`config.mk`:
```
export PLATFORM = sky130hd
export DESIGN_NAME = brenner_focus_measure_core
export DESIGN_NICKNAME = d
export VERILOG_FILES = /design/src/design/bfm_pkg.sv /design/src/design/bfm_front.sv /design/src/design/bfm_job_fifo.sv /design/src/design/bfm_divider.sv /design/src/design/brenner_focus_measure_core.sv
export SDC_FILE = /design/constraint.sdc
export NUM_CORES = 1
export LEC_CHECK = 0
export ABC_AREA = 0
export BUFFER_PORTS_ARGS = -buffer_cell sky130_fd_sc_hd__buf_2
export CAP_MARGIN = 20
export CORE_ASPECT_RATIO = 1.75
export CORE_MARGIN = 2
export CORE_UTILIZATION = 57
export DETAILED_ROUTE_END_ITERATION = 12
export GPL_TIMING_DRIVEN = 0
export PLACE_DENSITY_LB_ADDON = 0.1
export SYNTH_ARGS = -nofsm -noshare
export SYNTH_HDL_FRONTEND = slang
export SYNTH_SLANG_ARGS = --single-unit
```
`constraint.sdc`:
```
create_clock -name clk -period 9 [get_ports clk]
set_input_delay 1.8 -clock clk [delete_from_list [all_inputs] [get_ports clk]]
set_output_delay 1.8 -clock clk [all_outputs]
set_load 0.01 [all_outputs]
```
`src/design/bfm_pkg.sv`:
```
// shared types, widths and codes of the brenner focus measure core
package bfm_pkg;

  // fixed field and state widths
  localparam int PIX_W      = 8;
  localparam int CFG_W      = 13;
  localparam int THR_W      = 9;
  localparam int SUM_W      = 40;
  localparam int SQ_W       = 16;
  localparam int SHARP_W    = 24;
  localparam int CFG_IDX_W  = 2;

  // columns skipped at the start of each row, and the smallest usable width
  localparam int SKIP_COLS  = 2;
  localparam int MIN_WIDTH  = 3;

  // entries of the frame job queue between front and back
  localparam int JOB_DEPTH  = 2;

  // defaults of the top level parameters
  localparam int DEF_MAX_WIDTH     = 4096;
  localparam int DEF_MAX_HEIGHT    = 4096;
  localparam int DEF_FRACTION_BITS = 8;

  // register reset values
  localparam logic [CFG_W-1:0] RST_WIDTH  = 13'd640;
  localparam logic [CFG_W-1:0] RST_HEIGHT = 13'd480;
  localparam logic [THR_W-1:0] RST_THRESH = 9'd0;

  // status codes
  localparam logic STATUS_OK        = 1'b0;
  localparam logic STATUS_BAD_WIDTH = 1'b1;

  // configuration register indexes
  typedef enum logic [CFG_IDX_W-1:0] {
    CFG_IDX_WIDTH  = 2'd0,
    CFG_IDX_HEIGHT = 2'd1,
    CFG_IDX_THRESH = 2'd2
  } cfg_idx_t;

  // divider sequencer states
  typedef enum logic [1:0] {
    ST_IDLE,
    ST_DENOM,
    ST_DIVIDE,
    ST_DONE
  } div_state_t;

  // job queue status seen by front and back
  typedef struct packed {
    logic full;
    logic empty;
  } fifo_stat_t;

endpackage

```
`src/design/bfm_front.sv`:
```
// front end: configuration registers, pixel counting and squared difference accumulation
module bfm_front #(
  parameter int MAX_WIDTH  = 4096,
  parameter int MAX_HEIGHT = 4096
) (
  input  logic                                   clk,
  input  logic                                   rst_n,
  input  logic                                   cfg_we,
  input  logic [bfm_pkg::CFG_IDX_W-1:0]          cfg_index,
  input  logic [bfm_pkg::CFG_W-1:0]              cfg_wdata,
  input  logic                                   in_tvalid,
  output logic                                   in_tready,
  input  logic [bfm_pkg::PIX_W-1:0]              in_tdata,
  input  bfm_pkg::fifo_stat_t                    fifo_stat,
  output logic                                   job_push,
  output logic [bfm_pkg::SUM_W-1:0]              job_sum,
  output logic [$clog2(MAX_WIDTH+1)-1:0]         job_w,
  output logic [$clog2(MAX_HEIGHT+1)-1:0]        job_h,
  output logic                                   job_err
);
  import bfm_pkg::*;

  localparam int WW    = $clog2(MAX_WIDTH + 1);
  localparam int HW    = $clog2(MAX_HEIGHT + 1);
  localparam int CW    = $clog2(MAX_WIDTH);
  localparam int RW    = ($clog2(MAX_HEIGHT) > 1) ? $clog2(MAX_HEIGHT) : 1;
  localparam int WCMPW = (WW > CFG_W) ? WW : CFG_W;
  localparam int HCMPW = (HW > CFG_W) ? HW : CFG_W;

  logic [CFG_W-1:0]       width_r;
  logic [CFG_W-1:0]       height_r;
  logic signed [THR_W-1:0] thresh_r;

  logic [CW-1:0]          col_r,  col_nxt;
  logic [RW-1:0]          row_r,  row_nxt;
  logic [PIX_W-1:0]       p0_r,   p0_nxt;
  logic [PIX_W-1:0]       p1_r,   p1_nxt;
  logic [SUM_W-1:0]       sum_r,  sum_nxt;

  logic                   s1_valid_r, s1_valid_nxt;
  logic [SQ_W-1:0]        s1_sq_r;
  logic                   s1_end_r;
  logic [WW-1:0]          s1_w_r;
  logic [HW-1:0]          s1_h_r;
  logic                   s1_err_r;

  logic [WCMPW-1:0]       w_ext;
  logic [HCMPW-1:0]       h_ext;
  logic [WW-1:0]          w_eff;
  logic [HW-1:0]          h_eff;
  logic [WW:0]            col_p1;
  logic [HW:0]            row_p1;
  logic                   row_end;
  logic                   frame_end;
  logic signed [THR_W-1:0] diff;
  logic signed [2*THR_W-1:0] diff_sq;
  logic                   counted;
  logic                   accept;
  logic                   stall;
  logic                   fire;
  logic [SUM_W-1:0]       sum_plus;

  // configuration register writes
  always_ff @(posedge clk) begin
    if (!rst_n) begin
      width_r  <= RST_WIDTH;
      height_r <= RST_HEIGHT;
      thresh_r <= RST_THRESH;
    end else if (cfg_we) begin
      case (cfg_index)
        CFG_IDX_WIDTH:  width_r  <= cfg_wdata;
        CFG_IDX_HEIGHT: height_r <= cfg_wdata;
        CFG_IDX_THRESH: thresh_r <= cfg_wdata[THR_W-1:0];
        default: ;
      endcase
    end
  end

  // clamp width and height to 1..max
  always_comb begin
    w_ext = WCMPW'(width_r);
    h_ext = HCMPW'(height_r);
    if (w_ext == '0) begin
      w_eff = WW'(1);
    end else if (w_ext > WCMPW'(MAX_WIDTH)) begin
      w_eff = WW'(MAX_WIDTH);
    end else begin
      w_eff = w_ext[WW-1:0];
    end
    if (h_ext == '0) begin
      h_eff = HW'(1);
    end else if (h_ext > HCMPW'(MAX_HEIGHT)) begin
      h_eff = HW'(MAX_HEIGHT);
    end else begin
      h_eff = h_ext[HW-1:0];
    end
  end

  // row and frame boundaries
  assign col_p1    = (WW+1)'(col_r) + (WW+1)'(1);
  assign row_p1    = (HW+1)'(row_r) + (HW+1)'(1);
  assign row_end   = (col_p1 >= (WW+1)'(w_eff));
  assign frame_end = row_end && (row_p1 >= (HW+1)'(h_eff));

  // difference two columns back, squared when above threshold
  assign diff    = $signed({1'b0, in_tdata}) - $signed({1'b0, p1_r});
  assign diff_sq = diff * diff;
  assign counted = (col_r >= CW'(SKIP_COLS)) && (diff > thresh_r);

  // handshake: hold off only while a frame end waits for queue space
  assign stall     = s1_valid_r && s1_end_r && fifo_stat.full;
  assign in_tready = !stall;
  assign accept    = in_tvalid && in_tready;
  assign fire      = s1_valid_r && !stall;
  assign sum_plus  = sum_r + SUM_W'(s1_sq_r);

  // counters and pixel history
  always_comb begin
    col_nxt = col_r;
    row_nxt = row_r;
    p0_nxt  = p0_r;
    p1_nxt  = p1_r;
    if (accept) begin
      if (row_end) begin
        col_nxt = '0;
        p0_nxt  = '0;
        p1_nxt  = '0;
        row_nxt = frame_end ? '0 : RW'(row_p1);
      end else begin
        col_nxt = col_p1[CW-1:0];
        p0_nxt  = in_tdata;
        p1_nxt  = p0_r;
      end
    end
  end

  // accumulate in the second stage
  always_comb begin
    sum_nxt      = sum_r;
    s1_valid_nxt = s1_valid_r;
    if (fire) begin
      sum_nxt      = s1_end_r ? '0 : sum_plus;
      s1_valid_nxt = 1'b0;
    end
    if (accept) begin
      s1_valid_nxt = 1'b1;
    end
  end

  always_ff @(posedge clk) begin
    if (!rst_n) begin
      col_r      <= '0;
      row_r      <= '0;
      p0_r       <= '0;
      p1_r       <= '0;
      sum_r      <= '0;
      s1_valid_r <= 1'b0;
    end else begin
      col_r      <= col_nxt;
      row_r      <= row_nxt;
      p0_r       <= p0_nxt;
      p1_r       <= p1_nxt;
      sum_r      <= sum_nxt;
      s1_valid_r <= s1_valid_nxt;
    end
  end

  // second stage payload
  always_ff @(posedge clk) begin
    if (accept) begin
      s1_sq_r  <= counted ? diff_sq[SQ_W-1:0] : '0;
      s1_end_r <= frame_end;
      s1_w_r   <= w_eff;
      s1_h_r   <= h_eff;
      s1_err_r <= (w_eff < WW'(MIN_WIDTH));
    end
  end

  // frame job toward the divider
  assign job_push = fire && s1_end_r;
  assign job_sum  = sum_plus;
  assign job_w    = s1_w_r;
  assign job_h    = s1_h_r;
  assign job_err  = s1_err_r;

  // checks
  a_push_room: assert property (@(posedge clk) disable iff (!rst_n)
    job_push |-> !fifo_stat.full)
    else $error("frame job pushed into a full queue");

  a_stall_hold: assert property (@(posedge clk) disable iff (!rst_n)
    stall |=> s1_valid_r && $stable(sum_r))
    else $error("stalled frame end lost or accumulator moved");

  a_col_range: assert property (@(posedge clk) disable iff (!rst_n)
    accept && row_end |=> (col_r == '0) && (p1_r == '0))
    else $error("row end did not restart the column");

endmodule

```
`src/design/bfm_job_fifo.sv`:
```
// short register queue of finished frame jobs between front and back
module bfm_job_fifo #(
  parameter int DATA_W = 64,
  parameter int DEPTH  = 2
) (
  input  logic                clk,
  input  logic                rst_n,
  input  logic                push,
  input  logic [DATA_W-1:0]   push_data,
  input  logic                pop,
  output logic [DATA_W-1:0]   pop_data,
  output bfm_pkg::fifo_stat_t stat
);
  import bfm_pkg::*;

  localparam int PW = (DEPTH > 1) ? $clog2(DEPTH) : 1;
  localparam int NW = $clog2(DEPTH + 1);

  logic [DATA_W-1:0] mem_r [DEPTH];
  logic [PW-1:0]     wr_ptr_r, wr_ptr_nxt;
  logic [PW-1:0]     rd_ptr_r, rd_ptr_nxt;
  logic [NW-1:0]     count_r,  count_nxt;
  logic              do_push;
  logic              do_pop;

  assign stat.full  = (count_r == NW'(DEPTH));
  assign stat.empty = (count_r == '0);
  assign do_push    = push && !stat.full;
  assign do_pop     = pop && !stat.empty;
  assign pop_data   = mem_r[rd_ptr_r];

  // pointer and fill count
  always_comb begin
    wr_ptr_nxt = wr_ptr_r;
    rd_ptr_nxt = rd_ptr_r;
    count_nxt  = count_r;
    if (do_push) begin
      wr_ptr_nxt = (wr_ptr_r == PW'(DEPTH - 1)) ? '0 : wr_ptr_r + PW'(1);
    end
    if (do_pop) begin
      rd_ptr_nxt = (rd_ptr_r == PW'(DEPTH - 1)) ? '0 : rd_ptr_r + PW'(1);
    end
    if (do_push && !do_pop) begin
      count_nxt = count_r + NW'(1);
    end else if (do_pop && !do_push) begin
      count_nxt = count_r - NW'(1);
    end
  end

  always_ff @(posedge clk) begin
    if (!rst_n) begin
      wr_ptr_r <= '0;
      rd_ptr_r <= '0;
      count_r  <= '0;
    end else begin
      wr_ptr_r <= wr_ptr_nxt;
      rd_ptr_r <= rd_ptr_nxt;
      count_r  <= count_nxt;
    end
  end

  // entry storage
  always_ff @(posedge clk) begin
    if (do_push) begin
      mem_r[wr_ptr_r] <= push_data;
    end
  end

endmodule

```
`src/design/bfm_divider.sv`:
```
// back end: denominator, bit-serial division, saturation and result register
module bfm_divider #(
  parameter int MAX_WIDTH     = 4096,
  parameter int MAX_HEIGHT    = 4096,
  parameter int FRACTION_BITS = 8
) (
  input  logic                              clk,
  input  logic                              rst_n,
  input  bfm_pkg::fifo_stat_t               fifo_stat,
  output logic                              job_pop,
  input  logic [bfm_pkg::SUM_W-1:0]         job_sum,
  input  logic [$clog2(MAX_WIDTH+1)-1:0]    job_w,
  input  logic [$clog2(MAX_HEIGHT+1)-1:0]   job_h,
  input  logic                              job_err,
  output logic                              out_tvalid,
  input  logic                              out_tready,
  output logic [bfm_pkg::SHARP_W-1:0]       out_sharp,
  output logic                              out_status
);
  import bfm_pkg::*;

  localparam int WW     = $clog2(MAX_WIDTH + 1);
  localparam int HW     = $clog2(MAX_HEIGHT + 1);
  localparam int DW     = WW + HW;
  localparam int QW     = SUM_W + FRACTION_BITS;
  localparam int STEP_W = $clog2(QW + 1);

  div_state_t        state_r, state_nxt;

  logic [SUM_W-1:0]  sum_r;
  logic [WW-1:0]     w_r;
  logic [HW-1:0]     h_r;
  logic              err_r;
  logic [DW-1:0]     den_r;
  logic [DW-1:0]     rem_r;
  logic [QW-1:0]     quo_r;
  logic [STEP_W-1:0] step_r;
  logic              out_valid_r;
  logic [SHARP_W-1:0] sharp_r;
  logic              status_r;

  logic              load_job;
  logic              start_div;
  logic              do_step;
  logic              load_out;
  logic              out_free;
  logic [DW:0]       trial;
  logic              take;
  logic [SHARP_W-1:0] result;

  assign out_free = !out_valid_r || out_tready;

  // next state
  always_comb begin
    state_nxt = state_r;
    unique case (state_r)
      ST_IDLE:   if (!fifo_stat.empty) state_nxt = ST_DENOM;
      ST_DENOM:  state_nxt = err_r ? ST_DONE : ST_DIVIDE;
      ST_DIVIDE: if (step_r == STEP_W'(1)) state_nxt = ST_DONE;
      ST_DONE:   if (out_free) state_nxt = ST_IDLE;
      default:   state_nxt = ST_IDLE;
    endcase
  end

  // control outputs
  always_comb begin
    load_job  = 1'b0;
    start_div = 1'b0;
    do_step   = 1'b0;
    load_out  = 1'b0;
    unique case (state_r)
      ST_IDLE:   load_job  = !fifo_stat.empty;
      ST_DENOM:  start_div = !err_r;
      ST_DIVIDE: do_step   = 1'b1;
      ST_DONE:   load_out  = out_free;
      default: ;
    endcase
  end

  assign job_pop = load_job;

  // restoring division step
  assign trial = {rem_r, quo_r[QW-1]};
  assign take  = (trial >= {1'b0, den_r});

  // saturated mean, or zero for a width below three
  always_comb begin
    if (err_r) begin
      result = '0;
    end else if (|quo_r[QW-1:SHARP_W]) begin
      result = '1;
    end else begin
      result = quo_r[SHARP_W-1:0];
    end
  end

  always_ff @(posedge clk) begin
    if (!rst_n) begin
      state_r     <= ST_IDLE;
      out_valid_r <= 1'b0;
    end else begin
      state_r <= state_nxt;
      if (load_out) begin
        out_valid_r <= 1'b1;
      end else if (out_tready) begin
        out_valid_r <= 1'b0;
      end
    end
  end

  // datapath
  always_ff @(posedge clk) begin
    if (load_job) begin
      sum_r <= job_sum;
      w_r   <= job_w;
      h_r   <= job_h;
      err_r <= job_err;
    end
    if (start_div) begin
      den_r  <= DW'(h_r) * DW'(w_r - WW'(SKIP_COLS));
      rem_r  <= '0;
      quo_r  <= QW'(sum_r) << FRACTION_BITS;
      step_r <= STEP_W'(QW);
    end
    if (do_step) begin
      rem_r  <= take ? DW'(trial - {1'b0, den_r}) : trial[DW-1:0];
      quo_r  <= {quo_r[QW-2:0], take};
      step_r <= step_r - STEP_W'(1);
    end
    if (load_out) begin
      sharp_r  <= result;
      status_r <= err_r ? STATUS_BAD_WIDTH : STATUS_OK;
    end
  end

  assign out_tvalid = out_valid_r;
  assign out_sharp  = sharp_r;
  assign out_status = status_r;

  // checks
  a_den_nonzero: assert property (@(posedge clk) disable iff (!rst_n)
    (state_r == ST_DIVIDE) |-> (den_r != '0))
    else $error("division started with zero denominator");

  a_step_live: assert property (@(posedge clk) disable iff (!rst_n)
    (state_r == ST_DIVIDE) |-> (step_r != '0))
    else $error("division step counter ran out");

  a_err_skips: assert property (@(posedge clk) disable iff (!rst_n)
    (state_r == ST_DENOM) && err_r |=> (state_r == ST_DONE))
    else $error("bad width job entered the divider");

endmodule

```
`src/design/brenner_focus_measure_core.sv`:
```
// top level of the brenner focus measure core
//
// Pixels of an 8-bit grayscale frame enter in raster order on the in_ stream
// channel, one request per pixel; the core takes one pixel every cycle while
// in_tready is high. Each pixel from the third column on is compared with the
// one two columns back, and the square of a difference above the threshold
// is summed per frame. After the last pixel of a frame one request leaves on
// the out_ channel with the mean squared difference (8 fraction bits by
// default) in out_tdata and the status in out_tuser (1 when the width is
// below three, value 0). out_tvalid rises once the last accepted pixel has
// passed the accumulate stage, queue load, denominator, the 48 steps (at
// defaults) of the one-bit-per-cycle restoring divider and result register;
// for a width below three the divider steps are skipped. Up to two finished
// frames queue between front and back; in_tready drops only when a frame
// ends while the queue is full, so frames of fewer pixels than the division
// time slow the input. A stalled receiver holds the result register; the
// divider finishes its job and the queue fills behind it. Reset is synchronous
// and active low, clears counters, accumulator and queue, and loads width
// 640, height 480, threshold 0. The user must see that configuration is written
// through cfg_we, cfg_index and cfg_wdata only while idle; the core does not enforce it.
module brenner_focus_measure_core #(
  parameter int MAX_WIDTH     = bfm_pkg::DEF_MAX_WIDTH,
  parameter int MAX_HEIGHT    = bfm_pkg::DEF_MAX_HEIGHT,
  parameter int FRACTION_BITS = bfm_pkg::DEF_FRACTION_BITS
) (
  input  logic                          clk,
  input  logic                          rst_n,
  input  logic                          cfg_we,
  input  logic [bfm_pkg::CFG_IDX_W-1:0] cfg_index,
  input  logic [bfm_pkg::CFG_W-1:0]     cfg_wdata,
  input  logic                          in_tvalid,
  output logic                          in_tready,
  input  logic [bfm_pkg::PIX_W-1:0]     in_tdata,   // [7:0] pixel
  output logic                          out_tvalid,
  input  logic                          out_tready,
  output logic [bfm_pkg::SHARP_W-1:0]   out_tdata,  // [23:0] sharpness
  output logic                          out_tuser   // [0] status
);
  import bfm_pkg::*;

  localparam int WW    = $clog2(MAX_WIDTH + 1);
  localparam int HW    = $clog2(MAX_HEIGHT + 1);
  localparam int JOB_W = SUM_W + WW + HW + 1;

  fifo_stat_t        fifo_stat;
  logic              push;
  logic              pop;
  logic [SUM_W-1:0]  push_sum;
  logic [WW-1:0]     push_w;
  logic [HW-1:0]     push_h;
  logic              push_err;
  logic [JOB_W-1:0]  push_data;
  logic [JOB_W-1:0]  pop_data;
  logic [SUM_W-1:0]  pop_sum;
  logic [WW-1:0]     pop_w;
  logic [HW-1:0]     pop_h;
  logic              pop_err;

  // front end
  bfm_front #(
    .MAX_WIDTH  (MAX_WIDTH),
    .MAX_HEIGHT (MAX_HEIGHT)
  ) u_front (
    .clk       (clk),
    .rst_n     (rst_n),
    .cfg_we    (cfg_we),
    .cfg_index (cfg_index),
    .cfg_wdata (cfg_wdata),
    .in_tvalid (in_tvalid),
    .in_tready (in_tready),
    .in_tdata  (in_tdata),
    .fifo_stat (fifo_stat),
    .job_push  (push),
    .job_sum   (push_sum),
    .job_w     (push_w),
    .job_h     (push_h),
    .job_err   (push_err)
  );

  // job packing
  assign push_data = {push_err, push_h, push_w, push_sum};
  assign {pop_err, pop_h, pop_w, pop_sum} = pop_data;

  bfm_job_fifo #(
    .DATA_W (JOB_W),
    .DEPTH  (JOB_DEPTH)
  ) u_job_fifo (
    .clk       (clk),
    .rst_n     (rst_n),
    .push      (push),
    .push_data (push_data),
    .pop       (pop),
    .pop_data  (pop_data),
    .stat      (fifo_stat)
  );

  // back end
  bfm_divider #(
    .MAX_WIDTH     (MAX_WIDTH),
    .MAX_HEIGHT    (MAX_HEIGHT),
    .FRACTION_BITS (FRACTION_BITS)
  ) u_divider (
    .clk        (clk),
    .rst_n      (rst_n),
    .fifo_stat  (fifo_stat),
    .job_pop    (pop),
    .job_sum    (pop_sum),
    .job_w      (pop_w),
    .job_h      (pop_h),
    .job_err    (pop_err),
    .out_tvalid (out_tvalid),
    .out_tready (out_tready),
    .out_sharp  (out_tdata),
    .out_status (out_tuser)
  );

endmodule
```
# --- Word level (Yosys, flattened, before mapping) ---
# Memories as Yosys holds them, arrays and structs flattened. A register that Yosys moved wholly into a read port is not among the register bits.
# Index checks and enable logic that the tools add are counted.
op_classes:
  mul: 2
  n_reduce_logical: 34
  mux: 37
  n_addsub: 11
  eq_ne: 10
  n_lt_le_gt_ge: 8
op_table:
  columns: ["operator", "count"]
  rows:
  - ["$mux W48", 2]
  - ["$mux W26", 3]
  - ["$mux W13", 4]
  - ["$add A40 B16 Y40", 1]
  - ["$mux W40", 1]
  - ["$ge A14 B13 Y1", 2]
  - ["$ge A27 B26 Y1", 1]
  - ["$add A12 B1 Y13 const B", 2]
  - ["$gt A13 B13 Y1 const B", 2]
  - ["$logic_not A13 Y1", 2]
  - ["$mul A13 B26 Y26", 1]
  - ["$sub A26 B26 Y26", 1]
  - ["$mux W12", 2]
  - ["$mux W24", 1]
  - ["$reduce_or A24 Y1", 1]
  - ["$mul A9 B9 Y16", 1]
  - ["$mux W8", 2]
  - ["$mux W1", 14]
  - ["$sub A13 B2 Y14 const B", 1]
  - ["$lt A13 B2 Y1 const B", 1]
  - ["$ge A12 B2 Y1 const B", 1]
  - ["$mux W6", 2]
  - ["$logic_and A1 B1 Y1", 11]
  - ["$mux W2", 5]
  - ["18 further kinds", 38]
word_totals:
  in_bits: 28
  n_memories: 1
  elab_cells: 128
  output_inout_bits: 27
  mem_bits_rw: 134
  regBits: 298
memory_table:
  columns: ["name", "words", "width", "read_ports", "rd_ports_with_merged_regs", "write_ports", "line_no", "text"]
  rows:
  - ["u_job_fifo.mem_r", 2, 67, 1, 1, 1, "bfm_job_fifo.sv:19", "logic [DATA_W-1:0] mem_r [DEPTH];"]

# --- Depth between registers and ports, before layout ---
# Gate-level depths: netlist (run 1).
logic_depth:
  ltp_word: 10
  mapped_depth: 30
  mapped_depth_nobuf: 30

# --- Cells and area by module ---
# Synthesis (run 1) repeated with hierarchy kept, for this count alone.
unflattened:
  hier_cells: 2870
  hier_area_um2: 31455.2
by_module_without_submodules:
  columns: ["mod", "seq_area_each_um2", "area_per_inst_um2", "n_inst", "cells_per_inst"]
  rows:
  - ["bfm_divider", 6005.8, 15282.2, 1, 1378]
  - ["bfm_front", 3613.5, 11104.4, 1, 1259]
  - ["bfm_job_fifo", 4124.0, 5068.6, 1, 233]

# --- Worst setup path after synthesis (run 1) ---
# No wires, ideal clock.
synth_timing:
  kind: "input port to flip-flop"
  from: "in in_tdata[0] in the netlist's numbering"
  to: "reg u_front.s1_sq_r[15], data pin"
  path_buffers: 1
  path_stages: 29
  setup_time_ps: 282
  t_arrival_ps: 7816
  path_slack_ps: 902
  path_cell_list: "inv_1 ha_1 fa_1 nor2b_1 o21ai_0 a21oi_1 o21a_1 o21ai_0 a21bo_2 nor2b_1 clkbuf_1 and2_1 fa_1 inv_1 fa_1 inv_1 fa_1 fa_1 inv_1 fa_1 inv_1 ha_1 a21oi_1 o21bai_1 a21oi_1 o21ai_0 a31oi_1 o21ai_0 nor3b_1"
synth_between:
  elab_chain_cells: 3
  word_cells_on_any_way: 4
  classes_between: "1 x add/sub; 1 x mul; 1 x order compare; 1 x reduce/logical"
synth_lines:
  columns: ["item", "line_no", "text"]
  rows:
  - ["start: declaration", "brenner_focus_measure_core.sv:33", "input logic [bfm_pkg::PIX_W-1:0] in_tdata,"]
  - ["$sub A8 B8 Y9 (*)", "bfm_front.sv:106", "assign diff = $signed({1'b0, in_tdata}) - $signed({1'b0, p1_r});"]
  - ["parallel branches: the longest is 2 deep, another holds $mul A9 B9 Y16", null, null]
  - ["end signal: assignment", "bfm_front.sv:171", "s1_sq_r <= counted ? diff_sq[SQ_W-1:0] : '0;"]
  - ["end: declaration", "bfm_front.sv:41", "logic [SQ_W-1:0] s1_sq_r;"]
# Every way passes the cells marked *.
# A chain may end at the register's enable or synchronous reset.

# --- Worst setup path in the final report (run 1) ---
# Same ends and word-level chain as after synthesis.

==> results of run 1 <==
==> per-layer routing <==
metal | wire length, um | share of wire
met4 | 4191 | 0.059
met3 | 2116 | 0.030
met2 | 39030 | 0.55
met1 | 25600 | 0.36
met5 | 0 | 0
==> per-stage QoR <==
step	setup slack, ns	hold WS [ns]	util
global route	0.009978	0.4624	0.6263
floorplan	0.9018	0.4215	-
global placement	-0.05512	0.4231	0.5950
finish	0.5399	0.4421	0.6263
detailed placement	-0.08659	0.4290	0.5984
CTS	0.5101	0.4436	0.6263
==> final cells by class <==
class | instances | share of cell area
Multi-Input combinational cell | 1883 | 0.4613
Sequential cell | 498 | 0.3990
Timing Repair Buffer | 65 | 0.01262
Clock inverter | 26 | 0.008876
Buffer | 107 | 0.01208
Inverter | 413 | 0.04507
Clock buffer | 55 | 0.03569
Tap cell | 696 | 0.02532
==> path summary, 6_finish.rpt <==
check               startpoint                      end  slack [ns]  depth (start not counted)
max                in_tdata[0]      u_front.s1_sq_r[15]        0.54                         30
min          u_front.job_w[11]  u_job_fifo.mem_r[1][51]        0.44                          0
max reg2reg   u_divider.w_r[1]      u_divider.den_r[25]        0.71                         24
min reg2reg  u_front.job_w[11]  u_job_fifo.mem_r[1][51]        0.44                          0
==> registers in the layout (all words and copies together), names as in the netlist, 13 cells and up <==
register             flops
u_front.h_ext           13
u_divider.h_r           13
u_front.s1_sq_r         15
u_front.job_h           13
u_divider.w_r           13
u_divider.sum_r         40
u_front.w_ext           13
u_front.job_w           13
u_job_fifo.mem_r       134
u_divider.quo_r         48
u_divider.out_sharp     24
u_front.sum_r           40
u_divider.den_r         26
u_divider.rem_r         26
==> cells by family (layout without fill, tap and decap cells) <==
group	count (synthesis)	after routing	synth area share
AOI/OAI and AO/OA	398	398	0.08200
muxes	133	133	0.04645
and+or+nand+nor	816	816	0.1245
DFF	498	498	0.4351
buffers and inverters	520	666	0.06228
adders and majority gates	401	401	0.2122
xor gates and xnor gates	135	135	0.03749
==> cells in the final DEF, fill, tap and decap left out, types with 10 or more instances in the layout <==
master / Yosys / routed
a211oi_1: 13 / 13
a21o_1: 26 / 26
a21oi_1: 141 / 141
a22o_1: 13 / 13
a31oi_1: 25 / 25
and2_1: 102 / 101
and3_1: 26 / 26
buf_1: 12 / 12
buf_2: 3 / 56
clkbuf_1: 90 / 96
clkbuf_16: 0 / 48
dfxtp_1: 123 / 123
edfxtp_1: 375 / 375
fa_1: 223 / 223
ha_1: 178 / 178
inv_1: 410 / 410
mux2_2: 107 / 107
mux2i_1: 26 / 26
nand2_1: 268 / 268
nand2b_1: 22 / 22
nand3_1: 64 / 64
nand3b_1: 14 / 14
nor2_1: 164 / 164
nor2b_1: 30 / 28
nor3_1: 54 / 53
nor4_1: 20 / 20
o21a_1: 26 / 26
o21ai_0: 54 / 54
o21bai_1: 14 / 14
o22ai_1: 10 / 10
o31ai_1: 17 / 17
or3_1: 20 / 20
xnor2_1: 89 / 89
xor2_1: 46 / 46
==> impl_metrics.ini, run 1 <==
[place]
placed_cell_area_um2 = 32860
portBuffers = 53
dpl.cell_count = 3662
place_congestion = 0.9093
post-dp-hpwl_um = 56550

[routing]
viasPerCell = 5.596
vias = 20940
wl_um = 70940
drcViolationCount = 0
ant_nets = 0
wl_per_cell_um = 18.95
drtPass1Iterations = 5
drtIter0Drc = 1041

[finish]
drive_gt1_frac = 0.09058
final_area_um2 = 34390
nets = 3442
fillers = 4483
final_cells = 3743
multi_input_area_um2 = 15870
register_area_um2 = 13720
num_antenna_cells = 0
syn2layout_area_growth_pct = 9.049

[synthesis]
netlist_area_um2 = 31540
synth_top_area_share = 0.3570
syn_nets = 3330
synth.top_cells.by_count = inv_1, edfxtp_1, nand2_1
yosysTopAreaCell = edfxtp_1
synthArstFlopShare = 0
netlist-cell-type-count = 73
synth-warning-count = 0
avgSynthCellArea_um2 = 10.87
syn_inst = 2901
synth_edf_count = 375
ys_top_cells_by_area = edfxtp_1, fa_1, dfxtp_1
yosysSeqAreaShare = 0.4351
ys.flop_type = edfxtp_1
synth.most_common_cell = inv_1
synth-seq-cells = 498

[critical_path]
cp_slowest_cell = fa_1
cp.required_ns = 9.32
path_delay_family = adder cells
cp_max_fo = 10
end_kind = flip-flop
crit_buf_inv = 8
critPathLaunchType = input pin
critPathKind = input pin to flip-flop
worst_ep_arrival_time_ns = 8.78
max_stage_delay_ns = 0.80

[grt]
grt-ovfl-total = 0
grt_pass1_vias = 22450
track_usage = 0.2558
busiest_layer = met2
met3_usage = 0.02391
met2_usage = 0.4971
antenna_found_initial = 0
grt_pass1_wl_um = 114600
grt_max_degree = 68
met1_usage = 0.2681

[timing]
period_share = 0.9400
setup_violations = 0
finClkSkew_ns = 0.02834
fmax_mhz = 118.2
fin_tns_setup_ns = 0
worst_pin_slew_ns = 1.031
max_slew_margin = 0.3074
slew_viol_final = 0
hold_violations = 0
period_needed_ns = 8.460
rsz0062_at_grt = no

[min_path]
hp-class = flip-flop to flip-flop

[clock_tree]
cts_max_path_buffers = 3
clk_pin_slew_worst_paths_ns = 0.07
numClockSinks = 498
hold_buffers = 0
cts_buffers = 45
cts_root_buffer = clkbuf_16
clk_latency_ns = 0.58
cts_max_level = 2
cts_tree = yes
cts-resized-gates = 0
cts_setup_buffers = 0

[job]
drv_cap = 0

[floorplan]
row_count = 114
io_pins = 55
dieArea_um2 = 57310
start_util = 0.5743
core-area_um2 = 54920
die_height_um = 315.2
die_w_um = 181.8

[run_status]
status = complete, no violations
Power of run 1 is not shown: default switching activity piles up to over one toggle a cycle in this logic, so the estimate is an artifact.
==> run 2: changes to the inputs <==
--- a/config.mk
+++ b/config.mk
@@ -8,7 +8,6 @@
 export ABC_AREA = 0
 export BUFFER_PORTS_ARGS = -buffer_cell sky130_fd_sc_hd__buf_2
 export CAP_MARGIN = 20
-export CORE_ASPECT_RATIO = 1.75
 export CORE_MARGIN = 2
 export CORE_UTILIZATION = 57
 export DETAILED_ROUTE_END_ITERATION = 12
==> constraint.sdc (replaced) <==
create_clock -name clk -period 8.9 [get_ports clk]
set_input_delay 1.78 -clock clk [delete_from_list [all_inputs] [get_ports clk]]
set_output_delay 1.78 -clock clk [all_outputs]
set_load 0.01 [all_outputs]
==> impl_metrics.ini, run 2 (synthesized netlist as in run 1, its figures left out) <==
[timing]
period_needed_ns = 8.336
slew_viol_final = 0
period_share = 0.9366
hold_violations = 0
fmax_mhz = 120.0
fin_ws_ns = 0.5638
rsz0062_at_grt = no
worst_pin_slew_ns = 1.007
setup_violations = 0
max_slew_margin = 0.3237
finClkSkew_ns = 0.05382

[grt]
grt-ovfl-total = 0
grt_pass1_wl_um = 111800
grt_max_degree = 71
antenna_found_initial = 1
track_usage = 0.2460
grt_pass1_vias = 21590

[clock_tree]
hold_buffers = 0
cts_buffers = 51
cts_max_path_buffers = 3
clk_latency_ns = 0.61
numClockSinks = 498
cts_root_buffer = clkbuf_16
clk_pin_slew_worst_paths_ns = 0.06
cts_tree = yes
cts_max_level = 2
cts-resized-gates = 0
cts_setup_buffers = 0

[routing]
viasPerCell = 5.552
vias = 20900
drcViolationCount = 0
ant_nets = 0
drtPass1Iterations = 5
drtIter0Drc = 1357
wl_per_cell_um = 17.96
wl_um = 67630

[critical_path]
critPathKind = input pin to flip-flop
cp_max_fo = 10
worstReg2RegStart = u_divider.w_r[1]
worst_ep_arrival_time_ns = 8.71
r2r_end = u_divider.den_r[25]
critPathLaunchType = input pin
end_kind = flip-flop
crit_path_frequent_cell = fa_1
cp_slowest_cell = fa_1
r2r_slack_ns = 0.59
cp.required_ns = 9.27
ff2ff_path_depth = 24
max_stage_delay_ns = 0.56

[floorplan]
io_pins = 55
core-area_um2 = 54880
start_util = 0.5747
die_height_um = 239.2
die_w_um = 239.2
dieArea_um2 = 57230
row_count = 86

[finish]
fillers = 4380
register_area_um2 = 13720
syn2layout_area_growth_pct = 9.723
drive_gt1_frac = 0.09311
multi_input_area_um2 = 15870
reg_top3 = u_job_fifo.mem_r x134, u_divider.quo_r x48
largest_register_ffs = 134
nets = 3450
largest-register = u_job_fifo.mem_r
final_cell_mix = inv_1, edfxtp_1, nand2_1
num_antenna_cells = 0
final_common_cell = inv_1

[run_status]
status = complete, no violations

[min_path]
hp-start = u_front.job_h[0]
hp-class = flip-flop to flip-flop
worstHoldEndpoint = u_job_fifo.mem_r[0][53]
hold_depth = 0

[place]
portBuffers = 53
place_congestion = 0.8848
post-dp-hpwl_um = 51920
post-place-ws_ns = -0.05618

[job]
drv_cap = 0
[run 2: layer usage]
layer	wire, um	vias up	global-route usage
met4	1877	0	0.07348
met5	0	-	0
met3	3060	130	0.03238
li1	-	10060	-
met2	32400	499	0.4170
met1	30300	10220	0.3322
[run 2: metrics by stage]
step | utilization | setup TNS (ns) | hold slack (ns) | instances | cell area, um^2
floorplan | - | 0 | 0.4215 | 2901 | 31540
global placement | 0.5956 | 0 | 0.4245 | 3658 | 32690
detailed placement | 0.5996 | -0.05618 | 0.4313 | 3671 | 32900
CTS | 0.6305 | 0 | 0.4102 | 3764 | 34600
global route | 0.6306 | 0 | 0.4230 | 3765 | 34610
finish | 0.6306 | 0 | 0.4092 | 3765 | 34610
[run 2: critical path: cells and delay by family]
family	cells	cell delay (ns)
adders and majority gates	8	3.56
buffers and inverters	7	0.60
AOI/OAI and AO/OA	10	1.82
and+or+nand+nor	5	0.92
[run 2: layout make-up]
class / count / area share
Inverter: 413 / 0.04480
Multi-Input combinational cell: 1883 / 0.4585
Clock inverter: 30 / 0.009726
Buffer: 107 / 0.01200
Clock buffer: 63 / 0.03937
Tap cell: 704 / 0.02545
Sequential cell: 498 / 0.3965
Timing Repair Buffer: 67 / 0.01359
[run 2: worst max path at each step]
stage,start,end,slack [ns],cells past startpoint
floorplan,in_tdata[0],u_front.s1_sq_r[15],0.82,29
global placement,in_tdata[0],u_front.s1_sq_r[15],0.15,30
detailed placement,in_tdata[0],u_front.s1_sq_r[15],-0.06,30
CTS,in_tdata[0],u_front.s1_sq_r[15],0.56,30
global route,in_tdata[0],u_front.s1_sq_r[15],0.06,30
finish,in_tdata[0],u_front.s1_sq_r[15],0.56,30
Power of run 2 is left out for the same reason.
